File: src/rtl/wwlt_pkg.sv
package wwlt_pkg;

  // Operation codes carried in the op field of a request.
  localparam logic [2:0] OP_REQ_ONE = 3'd0;
  localparam logic [2:0] OP_REQ_TWO = 3'd1;
  localparam logic [2:0] OP_RELEASE = 3'd2;
  localparam logic [2:0] OP_TICK    = 3'd3;
  localparam logic [2:0] OP_SCAN    = 3'd4;

  // Result status codes.
  localparam logic [2:0] ST_FREE     = 3'd0;
  localparam logic [2:0] ST_WOUND    = 3'd1;
  localparam logic [2:0] ST_WAIT     = 3'd2;
  localparam logic [2:0] ST_INVALID  = 3'd3;
  localparam logic [2:0] ST_RELEASED = 3'd4;
  localparam logic [2:0] ST_DONE     = 3'd5;

  localparam logic [15:0] TIMEOUT_RESET = 16'd10;

  typedef struct packed {
    logic [2:0]  op;
    logic [7:0]  tool_a;
    logic [7:0]  tool_b;
    logic [15:0] client;
  } wwlt_req_t;

  typedef struct packed {
    logic [2:0]  status;
    logic        granted;
    logic [15:0] wounded_owner;
    logic [6:0]  freed_count;
  } wwlt_rsp_t;

  typedef enum logic [2:0] {
    S_IDLE,
    S_DISPATCH,
    S_RD_LO,
    S_RD_HI,
    S_DECIDE,
    S_WR_HI,
    S_SCAN
  } wwlt_state_t;

  typedef struct packed {
    logic capture;
    logic rd_lo;
    logic rd_hi;
    logic decide;
    logic wr_hi;
    logic release_tool;
    logic tick;
    logic scan_init;
    logic scan_step;
    logic load_res;
    logic finish;
  } wwlt_cmd_t;

  typedef struct packed {
    logic [2:0] op;
    logic       valid;
    logic       grant;
    logic       scan_last;
  } wwlt_stat_t;

endpackage

File: src/rtl/wound_wait_lock_table.sv
// Lock table over TOOLS tools with wound-wait preemption. Pulse start with a
// request while busy is low; one result appears on rsp, flagged by done for
// exactly one cycle, and cannot be held off, so capture it on that cycle. A
// single-tool request reads its entry and decides, a pair reads both and
// writes the upper one after a grant, release, tick and invalid ops end at
// dispatch, and a timeout scan reads each entry in turn: owner ids and grant
// times sit in a single-port table read one entry per cycle. A new request
// may be started in the cycle that done is shown. The timeout register may be
// written through cfg_we and cfg_data whenever no request is in flight.
module wound_wait_lock_table #(
  parameter int TOOLS = 8
) (
  input  logic                clk,
  input  logic                rst,
  input  logic                start,
  output logic                busy,
  input  wwlt_pkg::wwlt_req_t req,
  output logic                done,
  output wwlt_pkg::wwlt_rsp_t rsp,
  input  logic                cfg_we,
  input  logic [15:0]         cfg_data
);
  import wwlt_pkg::*;

  wwlt_cmd_t  cmd;
  wwlt_stat_t stat;

  wwlt_ctrl u_ctrl (
    .clk   (clk),
    .rst   (rst),
    .start (start),
    .stat  (stat),
    .cmd   (cmd),
    .busy  (busy)
  );

  wwlt_dp #(
    .TOOLS (TOOLS)
  ) u_dp (
    .clk      (clk),
    .rst      (rst),
    .req      (req),
    .cfg_we   (cfg_we),
    .cfg_data (cfg_data),
    .cmd      (cmd),
    .stat     (stat),
    .done     (done),
    .rsp      (rsp)
  );

  // Every result belongs to a request that was still in flight in the previous cycle.
  a_done_follows_work: assert property (@(posedge clk) disable iff (rst)
    done |-> $past(busy))
    else $error("result without a request in flight");

  a_grant_status: assert property (@(posedge clk) disable iff (rst)
    done && rsp.granted |-> (rsp.status == ST_FREE || rsp.status == ST_WOUND))
    else $error("granted result with a non-grant status");

  a_wound_owner: assert property (@(posedge clk) disable iff (rst)
    done && (rsp.status != ST_WOUND) |-> (rsp.wounded_owner == 16'd0))
    else $error("wounded owner reported without a wound");

  a_freed_scan_only: assert property (@(posedge clk) disable iff (rst)
    done && (rsp.freed_count != 7'd0) |-> (rsp.status == ST_DONE))
    else $error("freed count reported outside a scan");

endmodule

File: src/rtl/wwlt_ctrl.sv
module wwlt_ctrl (
  input  logic                clk,
  input  logic                rst,
  input  logic                start,
  input  wwlt_pkg::wwlt_stat_t stat,
  output wwlt_pkg::wwlt_cmd_t  cmd,
  output logic                busy
);
  import wwlt_pkg::*;

  wwlt_state_t state;
  wwlt_state_t state_next;

  always_ff @(posedge clk) begin
    if (rst) begin
      state <= S_IDLE;
    end else begin
      state <= state_next;
    end
  end

  always_comb begin
    state_next = state;
    cmd        = '0;
    unique case (state)
      S_IDLE: begin
        if (start) begin
          cmd.capture = 1'b1;
          state_next  = S_DISPATCH;
        end
      end
      S_DISPATCH: begin
        unique case (stat.op) inside
          OP_REQ_ONE, OP_REQ_TWO: begin
            if (stat.valid) begin
              state_next = S_RD_LO;
            end else begin
              cmd.load_res = 1'b1;
              cmd.finish   = 1'b1;
              state_next   = S_IDLE;
            end
          end
          OP_RELEASE: begin
            cmd.release_tool = 1'b1;
            cmd.load_res     = 1'b1;
            cmd.finish       = 1'b1;
            state_next       = S_IDLE;
          end
          OP_TICK: begin
            cmd.tick     = 1'b1;
            cmd.load_res = 1'b1;
            cmd.finish   = 1'b1;
            state_next   = S_IDLE;
          end
          OP_SCAN: begin
            cmd.scan_init = 1'b1;
            state_next    = S_SCAN;
          end
          default: begin
            cmd.load_res = 1'b1;
            cmd.finish   = 1'b1;
            state_next   = S_IDLE;
          end
        endcase
      end
      S_RD_LO: begin
        cmd.rd_lo  = 1'b1;
        state_next = (stat.op == OP_REQ_TWO) ? S_RD_HI : S_DECIDE;
      end
      S_RD_HI: begin
        cmd.rd_hi  = 1'b1;
        state_next = S_DECIDE;
      end
      S_DECIDE: begin
        cmd.decide   = 1'b1;
        cmd.load_res = 1'b1;
        if (stat.op == OP_REQ_TWO && stat.grant) begin
          state_next = S_WR_HI;
        end else begin
          cmd.finish = 1'b1;
          state_next = S_IDLE;
        end
      end
      S_WR_HI: begin
        cmd.wr_hi  = 1'b1;
        cmd.finish = 1'b1;
        state_next = S_IDLE;
      end
      S_SCAN: begin
        cmd.scan_step = 1'b1;
        if (stat.scan_last) begin
          cmd.load_res = 1'b1;
          cmd.finish   = 1'b1;
          state_next   = S_IDLE;
        end
      end
      default: begin
        state_next = S_IDLE;
      end
    endcase
  end

  assign busy = rst || (state != S_IDLE);

endmodule

File: src/rtl/wwlt_dp.sv
module wwlt_dp #(
  parameter int TOOLS = 8
) (
  input  logic                 clk,
  input  logic                 rst,
  input  wwlt_pkg::wwlt_req_t  req,
  input  logic                 cfg_we,
  input  logic [15:0]          cfg_data,
  input  wwlt_pkg::wwlt_cmd_t  cmd,
  output wwlt_pkg::wwlt_stat_t stat,
  output logic                 done,
  output wwlt_pkg::wwlt_rsp_t  rsp
);
  import wwlt_pkg::*;

  localparam int IW = $clog2(TOOLS);
  localparam int CW = $clog2(TOOLS + 1);
  localparam int EW = 48;

  // Each entry holds the owner id in the upper 16 bits and the grant time in the lower 32.
  logic [EW-1:0] ent_mem [TOOLS];
  logic [EW-1:0] rd_data;
  logic [EW-1:0] lo_ent;

  logic [2:0]       op_r;
  logic [7:0]       lo_r;
  logic [7:0]       hi_r;
  logic [15:0]      who_r;
  logic [TOOLS-1:0] held;
  logic [31:0]      now_ticks;
  logic [15:0]      timeout;
  logic [CW-1:0]    cnt;
  logic [IW-1:0]    ev_idx;
  logic             ev_vld;
  logic [CW-1:0]    freed;

  logic [IW-1:0] lo_idx;
  logic [IW-1:0] hi_idx;
  logic          swap;
  logic          valid;
  logic          two;
  logic [EW-1:0] ent_lo;
  logic          held_lo;
  logic          held_hi;
  logic          wait_lo;
  logic          wait_hi;
  logic          grant;
  logic          rd_en;
  logic [IW-1:0] rd_addr;
  logic          wr_en;
  logic [IW-1:0] wr_addr;
  logic [31:0]   age;
  logic          expire;
  logic [CW-1:0] freed_total;
  wwlt_rsp_t     res_next;

  assign swap = (req.op == OP_REQ_TWO) && (req.tool_b < req.tool_a);

  always_ff @(posedge clk) begin
    if (cmd.capture) begin
      op_r  <= req.op;
      lo_r  <= swap ? req.tool_b : req.tool_a;
      hi_r  <= swap ? req.tool_a : req.tool_b;
      who_r <= req.client;
    end
  end

  assign lo_idx = lo_r[IW-1:0];
  assign hi_idx = hi_r[IW-1:0];
  assign two    = (op_r == OP_REQ_TWO);

  always_comb begin
    case (op_r) inside
      OP_REQ_ONE, OP_RELEASE: valid = (lo_r < 8'(TOOLS));
      OP_REQ_TWO:             valid = (lo_r != hi_r) && (hi_r < 8'(TOOLS));
      default:                valid = 1'b1;
    endcase
  end

  // Request decision: for a pair the lower entry was read first and parked.
  assign ent_lo  = two ? lo_ent : rd_data;
  assign held_lo = held[lo_idx];
  assign held_hi = two && held[hi_idx];
  assign wait_lo = held_lo && (who_r >= ent_lo[47:32]);
  assign wait_hi = held_hi && (who_r >= rd_data[47:32]);
  assign grant   = !(wait_lo || wait_hi);

  // Scan evaluates the entry whose read was issued in the previous cycle.
  assign age         = now_ticks - rd_data[31:0];
  assign expire      = ev_vld && held[ev_idx] && (age > {16'b0, timeout});
  assign freed_total = freed + CW'(expire);

  always_comb begin
    res_next = '0;
    case (op_r) inside
      OP_REQ_ONE, OP_REQ_TWO: begin
        if (!valid) begin
          res_next.status = ST_INVALID;
        end else if (!grant) begin
          res_next.status = ST_WAIT;
        end else begin
          res_next.granted = 1'b1;
          if (held_lo) begin
            res_next.status        = ST_WOUND;
            res_next.wounded_owner = ent_lo[47:32];
          end else if (held_hi) begin
            res_next.status        = ST_WOUND;
            res_next.wounded_owner = rd_data[47:32];
          end else begin
            res_next.status = ST_FREE;
          end
        end
      end
      OP_RELEASE: res_next.status = ST_RELEASED;
      OP_TICK:    res_next.status = ST_DONE;
      OP_SCAN: begin
        res_next.status      = ST_DONE;
        res_next.freed_count = 7'(freed_total);
      end
      default:    res_next.status = ST_INVALID;
    endcase
  end

  always_comb begin
    rd_en   = 1'b0;
    rd_addr = lo_idx;
    if (cmd.rd_lo) begin
      rd_en = 1'b1;
    end else if (cmd.rd_hi) begin
      rd_en   = 1'b1;
      rd_addr = hi_idx;
    end else if (cmd.scan_step && (cnt < CW'(TOOLS))) begin
      rd_en   = 1'b1;
      rd_addr = cnt[IW-1:0];
    end
  end

  assign wr_en   = (cmd.decide && grant) || cmd.wr_hi;
  assign wr_addr = cmd.wr_hi ? hi_idx : lo_idx;

  always_ff @(posedge clk) begin
    if (wr_en) begin
      ent_mem[wr_addr] <= {who_r, now_ticks};
    end
    if (rd_en) begin
      rd_data <= ent_mem[rd_addr];
    end
    if (cmd.rd_hi) begin
      lo_ent <= rd_data;
    end
  end

  always_ff @(posedge clk) begin
    if (rst) begin
      held      <= '0;
      now_ticks <= '0;
      timeout   <= TIMEOUT_RESET;
    end else begin
      if (cfg_we) begin
        timeout <= cfg_data;
      end
      if (cmd.tick) begin
        now_ticks <= now_ticks + 32'd1;
      end
      if (cmd.decide && grant) begin
        held[lo_idx] <= 1'b1;
        if (two) begin
          held[hi_idx] <= 1'b1;
        end
      end
      if (cmd.release_tool && valid) begin
        held[lo_idx] <= 1'b0;
      end
      if (cmd.scan_step && expire) begin
        held[ev_idx] <= 1'b0;
      end
    end
  end

  always_ff @(posedge clk) begin
    if (cmd.scan_init) begin
      cnt    <= '0;
      ev_vld <= 1'b0;
      freed  <= '0;
    end else if (cmd.scan_step) begin
      freed  <= freed_total;
      ev_vld <= (cnt < CW'(TOOLS));
      ev_idx <= cnt[IW-1:0];
      if (cnt < CW'(TOOLS)) begin
        cnt <= cnt + CW'(1);
      end
    end
  end

  always_ff @(posedge clk) begin
    if (cmd.load_res) begin
      rsp <= res_next;
    end
  end

  always_ff @(posedge clk) begin
    if (rst) begin
      done <= 1'b0;
    end else begin
      done <= cmd.finish;
    end
  end

  assign stat.op        = op_r;
  assign stat.valid     = valid;
  assign stat.grant     = grant;
  assign stat.scan_last = (cnt == CW'(TOOLS));

endmodule

File: config.mk
export PLATFORM = sky130hd
export DESIGN_NAME = wound_wait_lock_table
export DESIGN_NICKNAME = d
export VERILOG_FILES = /design/src/rtl/wwlt_pkg.sv /design/src/rtl/wound_wait_lock_table.sv /design/src/rtl/wwlt_ctrl.sv /design/src/rtl/wwlt_dp.sv
export SDC_FILE = /design/constraint.sdc
export NUM_CORES = 1
export LEC_CHECK = 0
export ABC_AREA = 0
export BUFFER_PORTS_ARGS = -buffer_cell sky130_fd_sc_hd__buf_2
export CORE_ASPECT_RATIO = 1.25
export CORE_MARGIN = 2
export CORE_UTILIZATION = 51
export CTS_BUF_LIST = sky130_fd_sc_hd__clkbuf_4
export DETAILED_ROUTE_END_ITERATION = 16
export PLACE_DENSITY = 0.76
export RECOVER_POWER = 100
export SETUP_SLACK_MARGIN = 0.3
export SLEW_MARGIN = 25
export SYNTH_ARGS = -nofsm -noshare
export SYNTH_HDL_FRONTEND = slang
export SYNTH_SLANG_ARGS = --single-unit
export TNS_END_PERCENT = 1
File: constraint.sdc
create_clock -name clk -period 5.4 [get_ports clk]
set_input_delay 0.54 -clock clk [delete_from_list [all_inputs] [get_ports clk]]
set_output_delay 0.54 -clock clk [all_outputs]
set_load 0.02 [all_outputs]
Yosys cells after proc, flatten, opt, wreduce, memory -nomap -nowiden

Memory sizes are Yosys's and may differ from the RTL's. A register that Yosys moved wholly into a read port is not among the register bits.
Index checks and enable logic that the tools add are counted.

Register bits after elaboration: 182
Bits in writable memories: 384
Word-level logic and storage cells: 160
Memories: 1

$add $sub $neg: 4
Magnitude comparators: 13
Equal/unequal tests: 15
Mux-type cells: 67
Bitwise logic cells: 10
Reduce and logical (&&, ||, !) cells: 31

Memory list:

| memory       | depth | width | rd ports | clocked after memory_dff | wr ports | line          | text |
|---|---|---|---|---|---|---|---|
| u_dp.ent_mem | 8     | 48    | 1        | 1                        | 1        | wwlt_dp.sv:21 | `logic [EW-1:0] ent_mem [TOOLS];` |

Operators by type and width:

| operator                | number |
|---|---|
| $mux W8                 | 8 |
| $mux W48                | 1 |
| $mux W3                 | 15 |
| $add A32 B1 Y32 const B | 1 |
| $ge A16 B16 Y1          | 2 |
| $gt A32 B16 Y1          | 1 |
| $mux W16                | 2 |
| $sub A32 B32 Y32        | 1 |
| $mux W1                 | 26 |
| $pmux W3 S6             | 1 |
| $mux W17                | 1 |
| $and A8 B8 Y8           | 2 |
| $lt A8 B4 Y1 const B    | 2 |
| $not A8 Y8              | 2 |
| $or A8 B8 Y8            | 2 |
| $logic_and A1 B1 Y1     | 15 |
| $eq A3 B2 Y1 const B    | 4 |
| $eq A3 B3 Y1 const B    | 4 |
| $lt A3 B4 Y1 const B    | 3 |
| $bmux W1 S3             | 3 |
| $demux W1 S3            | 3 |
| $eq A3 B1 Y1 const B    | 3 |
| $ge A3 B1 Y1 const B    | 3 |
| $lt A8 B8 Y1            | 1 |
| 21 further kinds        | 34 |

Depth between registers and ports, before layout

Gate-level depths: netlist (run 1).

Depth after elaboration: 14
Gate-level depth with buffers: 25

Hierarchy

From an unflattened synthesis (run 1), not the netlist that was laid out.

Cells, all modules: 1,760
Area, all modules: 26,090.0 um2

By module, submodules not included:

| module    | instances | cells an instance | area each (um2) | seq. area each (um2) |
|---|---|---|---|---|
| wwlt_dp   | 1         | 1,708             | 25,722.2        | 16,636.0 |
| wwlt_ctrl | 1         | 52                | 367.9           | 60.1 |

Least setup slack after synthesis (run 1)

OpenSTA, ideal clock, no wires.

Kind: reg2reg
Start: register u_dp.op_r[2]
End: memory u_dp.ent_mem[7][0], enable pin
Library setup time: 0.454 ns
Arrival time: 5.376 ns
Required time: 4.946 ns
Path slack: -0.430 ns
Stages on the path, launching flop included: 16
Path buffers: 2
Period minus slack after synthesis: 5.830 ns
Cell sequence: edfxtp_1 > nor3_1 > clkbuf_1 > clkbuf_1 > a21oi_1 > ha_1 > a21o_1 > a21o_1 > a21oi_1 > nor2b_1 > o21ai_0 > a21oi_1 > a2111o_1 > a2bb2oi_1 > a32oi_1 > nor2_1

Word-level cells in the longest chain between the ends: 10
Elaborated cells on any way between the ends: 12
Classes of those cells: order compare (1); eq/ne (1); mux (3); reduce/logical (7)

Ends and longest elaborated chain:

| item                            | line           | text |
|---|---|---|
| start, declared                 | wwlt_dp.sv:25  | `logic [2:0] op_r;` |
| start signal, assigned          | wwlt_dp.sv:61  | `op_r <= req.op;` |
| $eq A3 B1 Y1 *                  | wwlt_dp.sv:70  | `assign two = (op_r == OP_REQ_TWO);` |
| $mux W48                        | wwlt_dp.sv:81  | `assign ent_lo = two ? lo_ent : rd_data;` |
| $ge A16 B16 Y1                  | wwlt_dp.sv:84  | `assign wait_lo = held_lo && (who_r >= ent_lo[47:32]);` |
| $logic_and A1 B1 Y1             | wwlt_dp.sv:84  |  |
| $logic_or A1 B1 Y1 *            | wwlt_dp.sv:86  | `assign grant = !(wait_lo \|\| wait_hi);` |
| $logic_not A1 Y1 *              | wwlt_dp.sv:86  |  |
| $logic_and A1 B1 Y1 *           | wwlt_dp.sv:138 | `assign wr_en = (cmd.decide && grant) \|\| cmd.wr_hi;` |
| $logic_or A1 B1 Y1 *            | wwlt_dp.sv:138 |  |
| $mux W1 *                       | wwlt_dp.sv:142 | `if (wr_en) begin` |
| $mux W1 (implied by the code) * | wwlt_dp.sv:143 | `ent_mem[wr_addr] <= {who_r, now_ticks};` |
| end, declared                   | wwlt_dp.sv:21  |  |

Mark *: on every way between the ends. The rest lies on a longest branch, timed or not.

Final worst setup path (run 1)

Start: register u_dp.now_ticks[4]
End: register, netlist name u_dp.rsp[2]

Word-level cells in the longest chain between the ends: 4

Ends and longest elaborated chain:

| item                   | line           | text |
|---|---|---|
| start, declared        | wwlt_dp.sv:30  | `logic [31:0] now_ticks;` |
| start signal, assigned | wwlt_dp.sv:163 | `now_ticks <= now_ticks + 32'd1;` |
| $sub A32 B32 Y32       | wwlt_dp.sv:89  | `assign age = now_ticks - rd_data[31:0];` |
| $gt A32 B16 Y1         | wwlt_dp.sv:90  | `assign expire = ev_vld && held[ev_idx] && (age > {16'b0, timeout});` |
| $logic_and A1 B1 Y1    | wwlt_dp.sv:90  |  |
| $add A4 B1 Y4          | wwlt_dp.sv:91  | `assign freed_total = freed + CW'(expire);` |

No other way between the ends.
A chain may end at the register's enable or synchronous reset.

==> metrics.md, run 1 <==
| Metric | Value |
|---|---|
| Commonest non-fill, non-tap cell in the layout | `nand2_1` |
| Worst EP required | `6.07 ns` |
| Area growth syn-to-layout | `14.5%` |
| Seq pwr share | `54.1%` |
| Synth async-reset ratio | `0%` |
| Tcrit/Tclk final | `93.1%` |
| DIE AREA | `0.0535 mm^2` |
| Max-cap viol count | `4` |
| Crit path max fanout | `4` |
| Mapped Avg Cell Area | `11.2 um^2` |
| Worst path cell trace | `ha_1, and2_4, a221oi_4, nand2_2, a211oi_2, clkbuf_1, o21ai_0, xor2_1, ha_1, nand4_1, nor2_1, a221o_1, o31a_1, nor4_2, o211ai_1, nor4_1, and4b_1, a21oi_2, ha_2, ha_4, xnor2_2, nor2_1` |
| Cell Rows | `93` |
| Horiz. Die Dim | `207 um` |
| RR Startpoint | `u_dp.now_ticks[4]` |
| Vias per inst | `5.71` |
| Iteration-0 DRC Markers | `1530` |
| Drt wl/cell | `18.6 um` |
| Crit path max-delay family | `compound AO/OA/AOI/OAI gates` |
| Failing checks | `capacitance limit, slew limit` |
| Clock skew | `0.0594 ns` |
| Cell Int Power | `7.04 mW` |
| CTS tree | `built` |
| CTS sink cnt | `579` |
| Top FF cell, synth | `edfxtp_1` |
| Post-Syn Area | `0.0263 mm^2` |
| Ports | `84` |
| Relative slew slack | `-188%` |
| Maximum VDD drop | `0.259 mV` |
| Critical path launch point type | `flop` |
| Psw | `2.11 mW` |
| Layout cell share with drive strength beyond 1 | `14.0%` |
| LEAKAGE | `11.5 nW` |
| I/O Buffers | `80` |
| Worst-Skew Late Latency | `0.95 ns` |
| Final worst slack | `0.374 ns` |
| Clock network power share | `39.5%` |
| Setup WS pre-CTS | `-0.00789 ns` |
| Dpl hpwl | `38200 um` |
| # H-tree levels | `4` |
| Starting Density | `51.3%` |
| Core ar. | `0.0513 mm^2` |
| Worst hold path class | `input pin to flop` |
| Final hold vios | `0` |
| Gate Count Post-Synth | `2358` |
| GP Congestion | `0.917` |
| Routed WL | `62500 um` |
| Global Route Usage Sum | `23.4%` |
| Crit path buffers/inverters | `1` |
| DRC viols | `0` |
| Top area cells in the synthesized netlist | `edfxtp_1, nand2_1, dfxtp_1` |
| PwrDens | `304 mW/mm^2` |
| Critical path launch point | `u_dp.now_ticks[4]` |
| Synth area leader | `edfxtp_1` |
| CP max stage cell | `ha_1` |
| Clk buf depth | `3` |
| RSZ-0062 raised after global routing | `false` |
| Largest net degree at the start of global routing | `137` |
| Area share of the largest cell type after synthesis | `58.2%` |
| Number of global-route vias before repair | `19500` |
| Arr. time, crit path | `5.69 ns` |
| # nets final | `2737` |
| HP Start | `cfg_we` |
| Drt first pass iters | `5` |
| Status | `finished, violations left` |
| Die Y | `258 um` |
| Yosys reg bits | `579` |
| Total grt overflow | `0` |
| Root Buffer | `clkbuf_4` |
| Worst slew pin tran | `4.32 ns` |
| Post-route ant nets | `0` |
| Fin. max-slew vios | `153` |
| First-pass GRT wire length | `99600 um` |
| Worst setup EP type | `flop` |
| Final setup viols | `0` |
| Worst-path clk slew | `0.08 ns` |
| Peak Freq | `199 MHz` |
| Post-synthesis sequential area ratio | `63.4%` |
| Vias | `19200` |
| Number of flops mapped to enable cells by yosys | `510` |
| Comb pwr share | `6.4%` |
| Switching share of power | `23.1%` |
| Setup Crit Path Kind | `flop to flop` |
| Ys Warns | `0` |
| Tmin final | `5.03 ns` |
| Synth cell types | `73` |
| Most frequent cells in the layout | `nand2_1, edfxtp_1, nand3_1` |
| Clock buffer count from CTS | `141` |
| Final setup TNS | `0 ns` |
| Initial antenna violation count | `1` |
| Slowest stage delay, CP | `0.39 ns` |
| Final core utilization | `58.8%` |
worst register-to-register path: stages, from the launching register on:
cell,delay [ns]
dfxtp_1,0.33
ha_1,0.39
and2_4,0.19
a221oi_4,0.25
nand2_2,0.09
a211oi_2,0.22
clkbuf_1,0.22
o21ai_0,0.13
xor2_1,0.21
ha_1,0.28
nand4_1,0.15
nor2_1,0.07
a221o_1,0.29
o31a_1,0.34
nor4_2,0.14
o211ai_1,0.12
nor4_1,0.25
and4b_1,0.38
a21oi_2,0.11
ha_2,0.23
ha_4,0.17
xnor2_2,0.13
nor2_1,0.05
stage by stage:
| stage | hold slack [ns] | total power [mW] | area [um^2] | std cells |
|---|---|---|---|---|
| after floorplan | 0.441 | 5.40 | 26300 | 2360 |
| after global placement | 0.446 | 5.58 | 27700 | 3045 |
| after detailed placement | 0.455 | 5.60 | 27700 | 3045 |
| after CTS | 0.00372 | 9.25 | 30200 | 3353 |
| after global routing | 0.0532 | 9.53 | 30200 | 3357 |
| final | 0.118 | 9.15 | 30200 | 3357 |
path summary, 6_finish.rpt:
check,cells past startpoint,slack (ns),to
hold reg to reg,2,0.47,u_dp.freed[0]
setup / recovery,22,0.37,u_dp.rsp[2]
hold / removal,2,0.12,u_dp.timeout[1]
setup reg to reg,22,0.37,u_dp.rsp[2]
sequential cells by signal, indices dropped and copies added (netlist names), 3 cells and up:
name            count
u_dp.hi_r           8
u_dp.cnt            4
u_dp.rsp           24
u_dp.who_r         16
u_dp.lo_r           8
u_ctrl.state        3
u_dp.op_r           3
u_dp.held           8
u_dp.lo_ent        16
u_dp.now_ticks     32
u_dp.timeout       16
u_dp.freed          4
u_dp.ent_mem      384
u_dp.rd_data       48
u_dp.ev_idx         3
Yosys cell counts, types with 20 or more instances:
master,number
edfxtp_1,510
a21oi_1,107
nor2_1,141
xnor2_1,26
dfxtp_1,69
mux2i_1,20
xor2_1,36
mux2_2,20
nand3_1,266
nor2b_1,29
clkbuf_1,98
o21ai_0,89
ha_1,91
inv_1,96
nand2_1,515
routing by layer:
| layer | part of all wire [%] | track usage [%] | up-vias | wire (um) |
|---|---|---|---|---|
| li1 | - | - | 9011 | - |
| met1 | 40 | 27.6 | 9353 | 24900 |
| met2 | 52 | 41.5 | 667 | 32400 |
| met3 | 5.8 | 4.49 | 121 | 3610 |
| met4 | 2.7 | 10.7 | 0 | 1660 |
| met5 | 0 | 0 | - | 0 |
kinds of logic (layout without fill, tap and decap cells):
logic type | count (synthesis) | after routing | synth area share (%)
AND/OR/NAND/NOR | 1051 | 1051 | 17.6
flip-flops | 579 | 579 | 63.4
AO/OA/AOI/OAI | 318 | 318 | 7.59
buffers and inverters | 213 | 544 | 3.12
adder cells (fa/ha/maj) | 92 | 92 | 4.40
XOR/XNOR | 62 | 62 | 2.06
multiplexers | 42 | 42 | 1.79
other | 1 | 4 | 0.0142
power by group through the flow:
stage	sequential [mW]	combinational (mW)	clock [mW]
global route	4.96	0.650	3.92
CTS	4.95	0.587	3.71
floorplan	5.03	0.373	0
global placement	5.05	0.529	0
detailed placement	5.05	0.548	0
finish	4.96	0.583	3.62
layout make-up:
class	count	area [um^2]
timing repair buffer	204	1420
fill	4111	21200
clock inverter	39	275
inverter	96	360
tap	665	832
multi-input combinational	1568	9030
sequential	579	16700
clock buffer	205	1540
antenna	1	2.50
timing repair:
item / in CTS / in global routing
pin swaps: 7 / 21
endpoints found under the setup margin: 7 / 7
hold endpoints to repair: 51 / 0
setup buffers: 3 / 3
hold buffers: 61 / 0
gates resized for setup: 9 / 22
No activity file was read; power rests on OpenSTA's default activity.
==> run 2: changes to the inputs <==
--- a/config.mk
+++ b/config.mk
@@ -9,10 +9,10 @@
 export BUFFER_PORTS_ARGS = -buffer_cell sky130_fd_sc_hd__buf_2
 export CORE_ASPECT_RATIO = 1.25
 export CORE_MARGIN = 2
-export CORE_UTILIZATION = 51
+export CORE_UTILIZATION = 49
 export CTS_BUF_LIST = sky130_fd_sc_hd__clkbuf_4
 export DETAILED_ROUTE_END_ITERATION = 16
-export PLACE_DENSITY = 0.76
+export PLACE_DENSITY = 0.74
 export RECOVER_POWER = 100
 export SETUP_SLACK_MARGIN = 0.3
 export SLEW_MARGIN = 25
==> run 2 against run 1 <==
Net effect: the flow still finishes with violations (capacitance limit, slew limit); sequential power about the same; core utilization down 1.5 points; first-iteration DRC count increased by 7.5%; global-route usage down 0.43 points; power increased by 1.1%; die area rose by 4.0%; maximum frequency decreased by 1.2%; combinational power up 3%; sequential share of layout area is 0.85 points lower.
==> metrics.md, run 2 (synthesized netlist as in run 1, its figures left out) <==
| Metric | Value |
|---|---|
| Worst slew pin tran | `3.61 ns` |
| Clock buffer count from CTS | `144` |
| Worst hold path class | `input pin to flop` |
| Final setup viols | `0` |
| Status | `finished, violations left` |
| I/O Buffers | `80` |
| Reg-to-reg slack, setup | `0.31 ns` |
| Vias | `19100` |
| Largest registers | `u_dp.ent_mem x384, u_dp.rd_data x48, u_dp.now_ticks x32` |
| CTS tree | `built` |
| Global Route Usage Sum | `23.0%` |
| Post-route ant nets | `0` |
| Dpl hpwl | `37700 um` |
| Commonest non-fill, non-tap cell in the layout | `nand2_1` |
| Cell Rows | `95` |
| Maximum VDD drop | `0.154 mV` |
| Worst r2r dst | `u_dp.rsp[1]` |
| Largest register FFs | `384` |
| DRC viols | `0` |
| Relative slew slack | `-141%` |
| Slowest stage delay, CP | `0.49 ns` |
| Peak Freq | `197 MHz` |
| # nets final | `2772` |
| Crit path buffers/inverters | `2` |
| Tmin final | `5.09 ns` |
| Arr. time, crit path | `5.85 ns` |
| Horiz. Die Dim | `211 um` |
| CP max stage cell | `o21ai_0` |
| Clock skew | `0.0692 ns` |
| # fillers | `4359` |
| Starting Density | `49.2%` |
| Drt wl/cell | `18.5 um` |
| FF-to-FF path depth | `20` |
| Final hold vios | `0` |
| Area growth syn-to-layout | `16.3%` |
| Hold worst-path end | `u_ctrl.state[0]` |
| Core ar. | `0.0535 mm^2` |
| Setup Crit Path Kind | `flop to flop` |
| Most frequent cells in the layout | `nand2_1, edfxtp_1, nand3_1` |
| Routed WL | `63500 um` |
| Worst-path clk slew | `0.06 ns` |
| Root Buffer | `clkbuf_4` |
| Crit path max fanout | `6` |
| Die Y | `263 um` |
| Iteration-0 DRC Markers | `1644` |
| First-pass GRT wire length | `99800 um` |
| Number of global-route vias before repair | `19500` |
| LEAKAGE | `11.6 nW` |
| Tcrit/Tclk final | `94.2%` |
| RR Startpoint | `u_dp.rd_data[8]` |
| Fin. max-slew vios | `240` |
| Final worst slack | `0.312 ns` |
| Worst-Skew Late Latency | `1.02 ns` |
| Largest net degree at the start of global routing | `97` |
| HP Start | `start` |
| # H-tree levels | `4` |
| CTS sink cnt | `579` |
| Max-cap viol count | `5` |
| Crit path max-delay family | `compound AO/OA/AOI/OAI gates` |
| Drt first pass iters | `6` |
| Worst path cell trace | `inv_1, ha_1, a21oi_1, o21ai_0, a211oi_4, buf_4, xnor2_1, ha_1, nand4_1, nor2_1, a221o_1, o31a_1, nor4_1, o211ai_1, nor4_1, and4b_1, a21oi_2, ha_2, ha_4, and3_1` |
| Clk buf depth | `3` |
| Final setup TNS | `0 ns` |
| GP Congestion | `0.919` |
| Initial antenna violation count | `2` |
| PwrDens | `302 mW/mm^2` |
| DIE AREA | `0.0556 mm^2` |
| Hold Crit Depth | `4` |
| Worst setup EP type | `flop` |
| Failing checks | `capacitance limit, slew limit` |
| Vias per inst | `5.59` |
| Worst EP required | `6.16 ns` |
| Critical path launch point type | `flop` |
| Layout cell share with drive strength beyond 1 | `13.7%` |
| Register name with the most flops | `u_dp.ent_mem` |
| Setup WS pre-CTS | `0.0604 ns` |
| RSZ-0062 raised after global routing | `true` |
| Total grt overflow | `0` |
| Ports | `84` |
==> run 2: changes by cell type in the layout (fill, tap and decap cells not counted), moves of 4 or more <==
cell           previous run  this run
clkinv_1                 23        36
clkinv_4                  0         4
clkinv_2                  4         8
clkbuf_2                 11         7
dlygate4sd3_1            61        89
diode_2                   1         7
buf_12                    6        13
inv_2                     4         0
==> run 2: timing repair <==
action | 4_1_cts | 5_1_grt
endpoints found under the hold margin | 63 | 0
pin swaps | 4 | 20
gates resized for setup | 3 | 21
setup buffers | 1 | 4
setup endpoints to repair | 7 | 32
hold buffers | 89 | 0
==> run 2: power breakdown <==
group	total, mW	internal (mW)	switching (mW)	leakage [nW]
sequential	4.96	4.90	0.0599	5.25
combinational	0.602	0.232	0.369	5.30
clock	3.70	1.89	1.81	1.08
total	9.25	7.02	2.24	11.6
==> run 2: worst reg2reg max path, cell delays in order (launching register included) <==
cell and delay [ns]:
edfxtp_1 0.34, inv_1 0.05, ha_1 0.41, a21oi_1 0.12, o21ai_0 0.49, a211oi_4 0.07
buf_4 0.17, xnor2_1 0.26, ha_1 0.32, nand4_1 0.14, nor2_1 0.06, a221o_1 0.29
o31a_1 0.37, nor4_1 0.34, o211ai_1 0.16, nor4_1 0.16, and4b_1 0.42, a21oi_2 0.11
ha_2 0.23, ha_4 0.22, and3_1 0.14
==> run 2: routing by layer <==
layer  track usage [%]  share of wire (%)
met1              26.9                 40
met2              39.9                 51
met3              5.15                5.9
met4              11.0                3.2
met5                 0                  0
==> run 2: area by class of cell <==
cell class,count,area (um^2),share of cell area [%]
clock inverter,60,369,1.21
sequential,579,16700,54.5
multi-input combinational,1568,9000,29.4
clock buffer,201,1510,4.93
timing repair buffer,236,1820,5.95
antenna,7,17.5,0.0572
tap,679,850,2.77
inverter,96,360,1.18
==> run 2: metrics by stage <==
| step | hold WS [ns] | util (%) | cells | power, mW | area, um^2 |
|---|---|---|---|---|---|
| finish | 0.135 | 57.3 | 3426 | 9.25 | 30600 |
| global route | 0.107 | 57.2 | 3424 | 9.64 | 30600 |
| CTS | 0.00438 | 57.3 | 3414 | 9.34 | 30600 |
| detailed placement | 0.462 | 52.1 | 3063 | 5.59 | 27800 |
| global placement | 0.449 | 52.1 | 3063 | 5.57 | 27800 |
| floorplan | 0.441 | - | 2360 | 5.40 | 26300 |
==> run 2: worst max path at each step <==
stage / from / end / slack, ns / depth (start not counted)
2_1_floorplan: u_dp.op_r[2] / u_dp.ent_mem[7][0] / -0.43 / 15
3_3_place_gp: u_dp.now_ticks[0] / u_dp.rsp[1] / 0.08 / 23
3_5_place_dp: u_dp.rd_data[0] / u_dp.rsp[1] / 0.06 / 22
4_1_cts: u_dp.now_ticks[0] / u_dp.rsp[1] / 0.32 / 23
5_1_grt: u_dp.rd_data[1] / u_dp.rsp[2] / 0.12 / 24
6_report: u_dp.rd_data[8] / u_dp.rsp[1] / 0.31 / 20
==> run 3: changes to the inputs <==
--- a/config.mk
+++ b/config.mk
@@ -7,12 +7,14 @@
 export LEC_CHECK = 0
 export ABC_AREA = 0
 export BUFFER_PORTS_ARGS = -buffer_cell sky130_fd_sc_hd__buf_2
+export CELL_PAD_IN_SITES_DETAIL_PLACEMENT = 1
+export CELL_PAD_IN_SITES_GLOBAL_PLACEMENT = 1
 export CORE_ASPECT_RATIO = 1.25
 export CORE_MARGIN = 2
-export CORE_UTILIZATION = 49
+export CORE_UTILIZATION = 47
 export CTS_BUF_LIST = sky130_fd_sc_hd__clkbuf_4
 export DETAILED_ROUTE_END_ITERATION = 16
-export PLACE_DENSITY = 0.74
+export PLACE_DENSITY = 0.84
 export RECOVER_POWER = 100
 export SETUP_SLACK_MARGIN = 0.3
 export SLEW_MARGIN = 25
==> run 3 against run 2 <==
Net effect: the run still ends with capacitance limit, slew limit left; clock skew is 0.022 ns higher; first-iteration DRC count is 11% higher; design area hardly changed; routed wire length is 26% higher; critical path depth is 3 higher; critical path type unchanged; highest routed layer unchanged.
==> metrics.md, run 3 (synthesized netlist as in run 1, its figures left out) <==
| Metric | Value |
|---|---|
| Largest net degree at the start of global routing | `113` |
| Total grt overflow | `0` |
| Crit path max fanout | `3` |
| # fillers | `5942` |
| Worst EP required | `6.10 ns` |
| LEAKAGE | `11.6 nW` |
| Worst hold path class | `input pin to flop` |
| Psw | `2.43 mW` |
| Met2 Usage GRT | `50.2%` |
| Routed WL | `79800 um` |
| Ports | `84` |
| Clock network power share | `41.8%` |
| Layout cell share with drive strength beyond 1 | `13.6%` |
| Final hold vios | `0` |
| Root Buffer | `clkbuf_4` |
| Die Y | `269 um` |
| CTS sink cnt | `579` |
| Switching share of power | `25.3%` |
| RSZ-0062 raised after global routing | `true` |
| Final setup viols | `0` |
| Crit path buffers/inverters | `1` |
| Slowest stage delay, CP | `0.41 ns` |
| Setup Crit Path Kind | `flop to flop` |
| Finished Cell Area | `0.0306 mm^2` |
| Iteration-0 DRC Markers | `1832` |
| Worst-Skew Late Latency | `1.03 ns` |
| Drt wl/cell | `23.0 um` |
| Status | `finished, violations left` |
| Cell Int Power | `7.20 mW` |
| Relative slew slack | `-142%` |
| Failing checks | `capacitance limit, slew limit` |
| Worst slew pin tran | `3.62 ns` |
| Comb pwr share | `6.7%` |
| Initial antenna violation count | `1` |
| Clock buffer count from CTS | `148` |
| Met3 GRT Util | `5.26%` |
| Final setup TNS | `0 ns` |
| I/O Buffers | `80` |
| Critical path launch point type | `flop` |
| Worst path cell trace | `ha_2, fa_2, nand2b_4, a21oi_4, nand2b_1, a21oi_1, nor2_1, nor2_1, xnor2_1, ha_1, a21oi_1, nand2_1, a221o_1, o31a_1, nor4_1, o211ai_1, nor4_2, and4b_1, buf_6, a21oi_2, ha_2, ha_4, and3_1` |
| Worst setup EP type | `flop` |
| Crit path max-delay family | `adder cells` |
| Worst-path clk slew | `0.07 ns` |
| Most frequent cells in the layout | `nand2_1, edfxtp_1, nand3_1` |
| Vias per inst | `5.80` |
| Worst Hold Margin | `0.126 ns` |
| Largest registers | `u_dp.ent_mem x384, u_dp.rd_data x48, u_dp.now_ticks x32` |
| DIE AREA | `0.0579 mm^2` |
| PwrDens | `315 mW/mm^2` |
| Tmin final | `5.16 ns` |
| Commonest non-fill, non-tap cell in the layout | `nand2_1` |
| Starting Density | `47.3%` |
| Core ar. | `0.0557 mm^2` |
| Maximum VDD drop | `0.221 mV` |
| GP Congestion | `0.865` |
| Register name with the most flops | `u_dp.ent_mem` |
| Clock skew | `0.0913 ns` |
| First-pass GRT wire length | `124000 um` |
| Vias | `20100` |
| Clk buf depth | `3` |
| Cell Rows | `97` |
| Dpl hpwl | `44600 um` |
| Drt first pass iters | `5` |
| Area growth syn-to-layout | `16.3%` |
| Final worst slack | `0.243 ns` |
| Arr. time, crit path | `5.85 ns` |
| DRC viols | `0` |
| Largest register FFs | `384` |
| CTS tree | `built` |
| # nets final | `2758` |
| Met1 usage | `31.8%` |
| Horiz. Die Dim | `216 um` |
| Gr busiest metal | `met2` |
| Max-cap viol count | `3` |
| Cell Area, Placed | `0.0280 mm^2` |
| CP max stage cell | `edfxtp_1` |
| Tcrit/Tclk final | `95.5%` |
| Seq pwr share | `51.5%` |
| Peak Freq | `194 MHz` |
| # H-tree levels | `4` |
| Post-route ant nets | `0` |
| Global Route Usage Sum | `27.8%` |
| Setup WS pre-CTS | `-0.139 ns` |
| Fin. max-slew vios | `141` |
| Number of global-route vias before repair | `22300` |
-- run 3: cell count changes in the layout (fill, tap and decap cells not counted), moves of 7 or more --
cell	change
clkinvlp_4	-7
clkbuf_1	+11
clkbuf_4	+15
buf_4	-8
dlygate4sd3_1	-17
-- run 3: metal layers --
metal | up-vias | routed length [um]
li1 | 9024 | -
met2 | 754 | 41900
met5 | - | 0
met1 | 10200 | 30800
met4 | 0 | 2700
met3 | 199 | 4300
-- run 3: through the flow --
stage	std cells	power (mW)	util [%]
finish	3472	9.64	54.9
global route	3472	9.97	54.9
CTS	3465	9.66	55.2
floorplan	2360	5.40	-
detailed placement	3122	5.63	50.2
global placement	3122	5.59	50.2
-- run 3: layout make-up --
type | count | area, um^2 | share of cell area [%]
clock inverter | 54 | 378 | 1.23
inverter | 96 | 360 | 1.18
clock buffer | 214 | 1610 | 5.25
tap | 742 | 928 | 3.03
timing repair buffer | 218 | 1650 | 5.40
antenna | 1 | 2.50 | 0.00818
sequential | 579 | 16700 | 54.5
multi-input combinational | 1568 | 8980 | 29.3
-- run 3: timing repair --
action                                 CTS  global route
setup endpoints to repair                9           163
pin swaps                               13             4
setup buffers                            3             6
endpoints found under the hold margin   51             0
hold buffers                            72             0
resized for setup                       14             7
-- run 3: tightest hold or removal path, cell delays in order --
cell	delay, ns
buf_2	0.26
mux2i_1	0.18
nor2_1	0.09
-- run 3: path summary, 6_finish.rpt --
path	start	end	slack, ns	cells past startpoint
hold reg to reg	u_dp.freed[0]	u_dp.freed[0]	0.48	2
setup reg to reg	u_dp.rd_data[0]	u_dp.rsp[1]	0.24	23
hold / removal	cfg_we	u_dp.timeout[5]	0.13	3
setup / recovery	u_dp.rd_data[0]	u_dp.rsp[1]	0.24	23
-- run 3: power groups by stage --
stage | sequential (mW) | combinational [mW] | clock (mW)
final | 4.96 | 0.645 | 4.03
after global routing | 4.96 | 0.710 | 4.30
after CTS | 4.95 | 0.640 | 4.07
after detailed placement | 5.05 | 0.583 | 0
after global placement | 5.04 | 0.544 | 0
after floorplan | 5.03 | 0.373 | 0
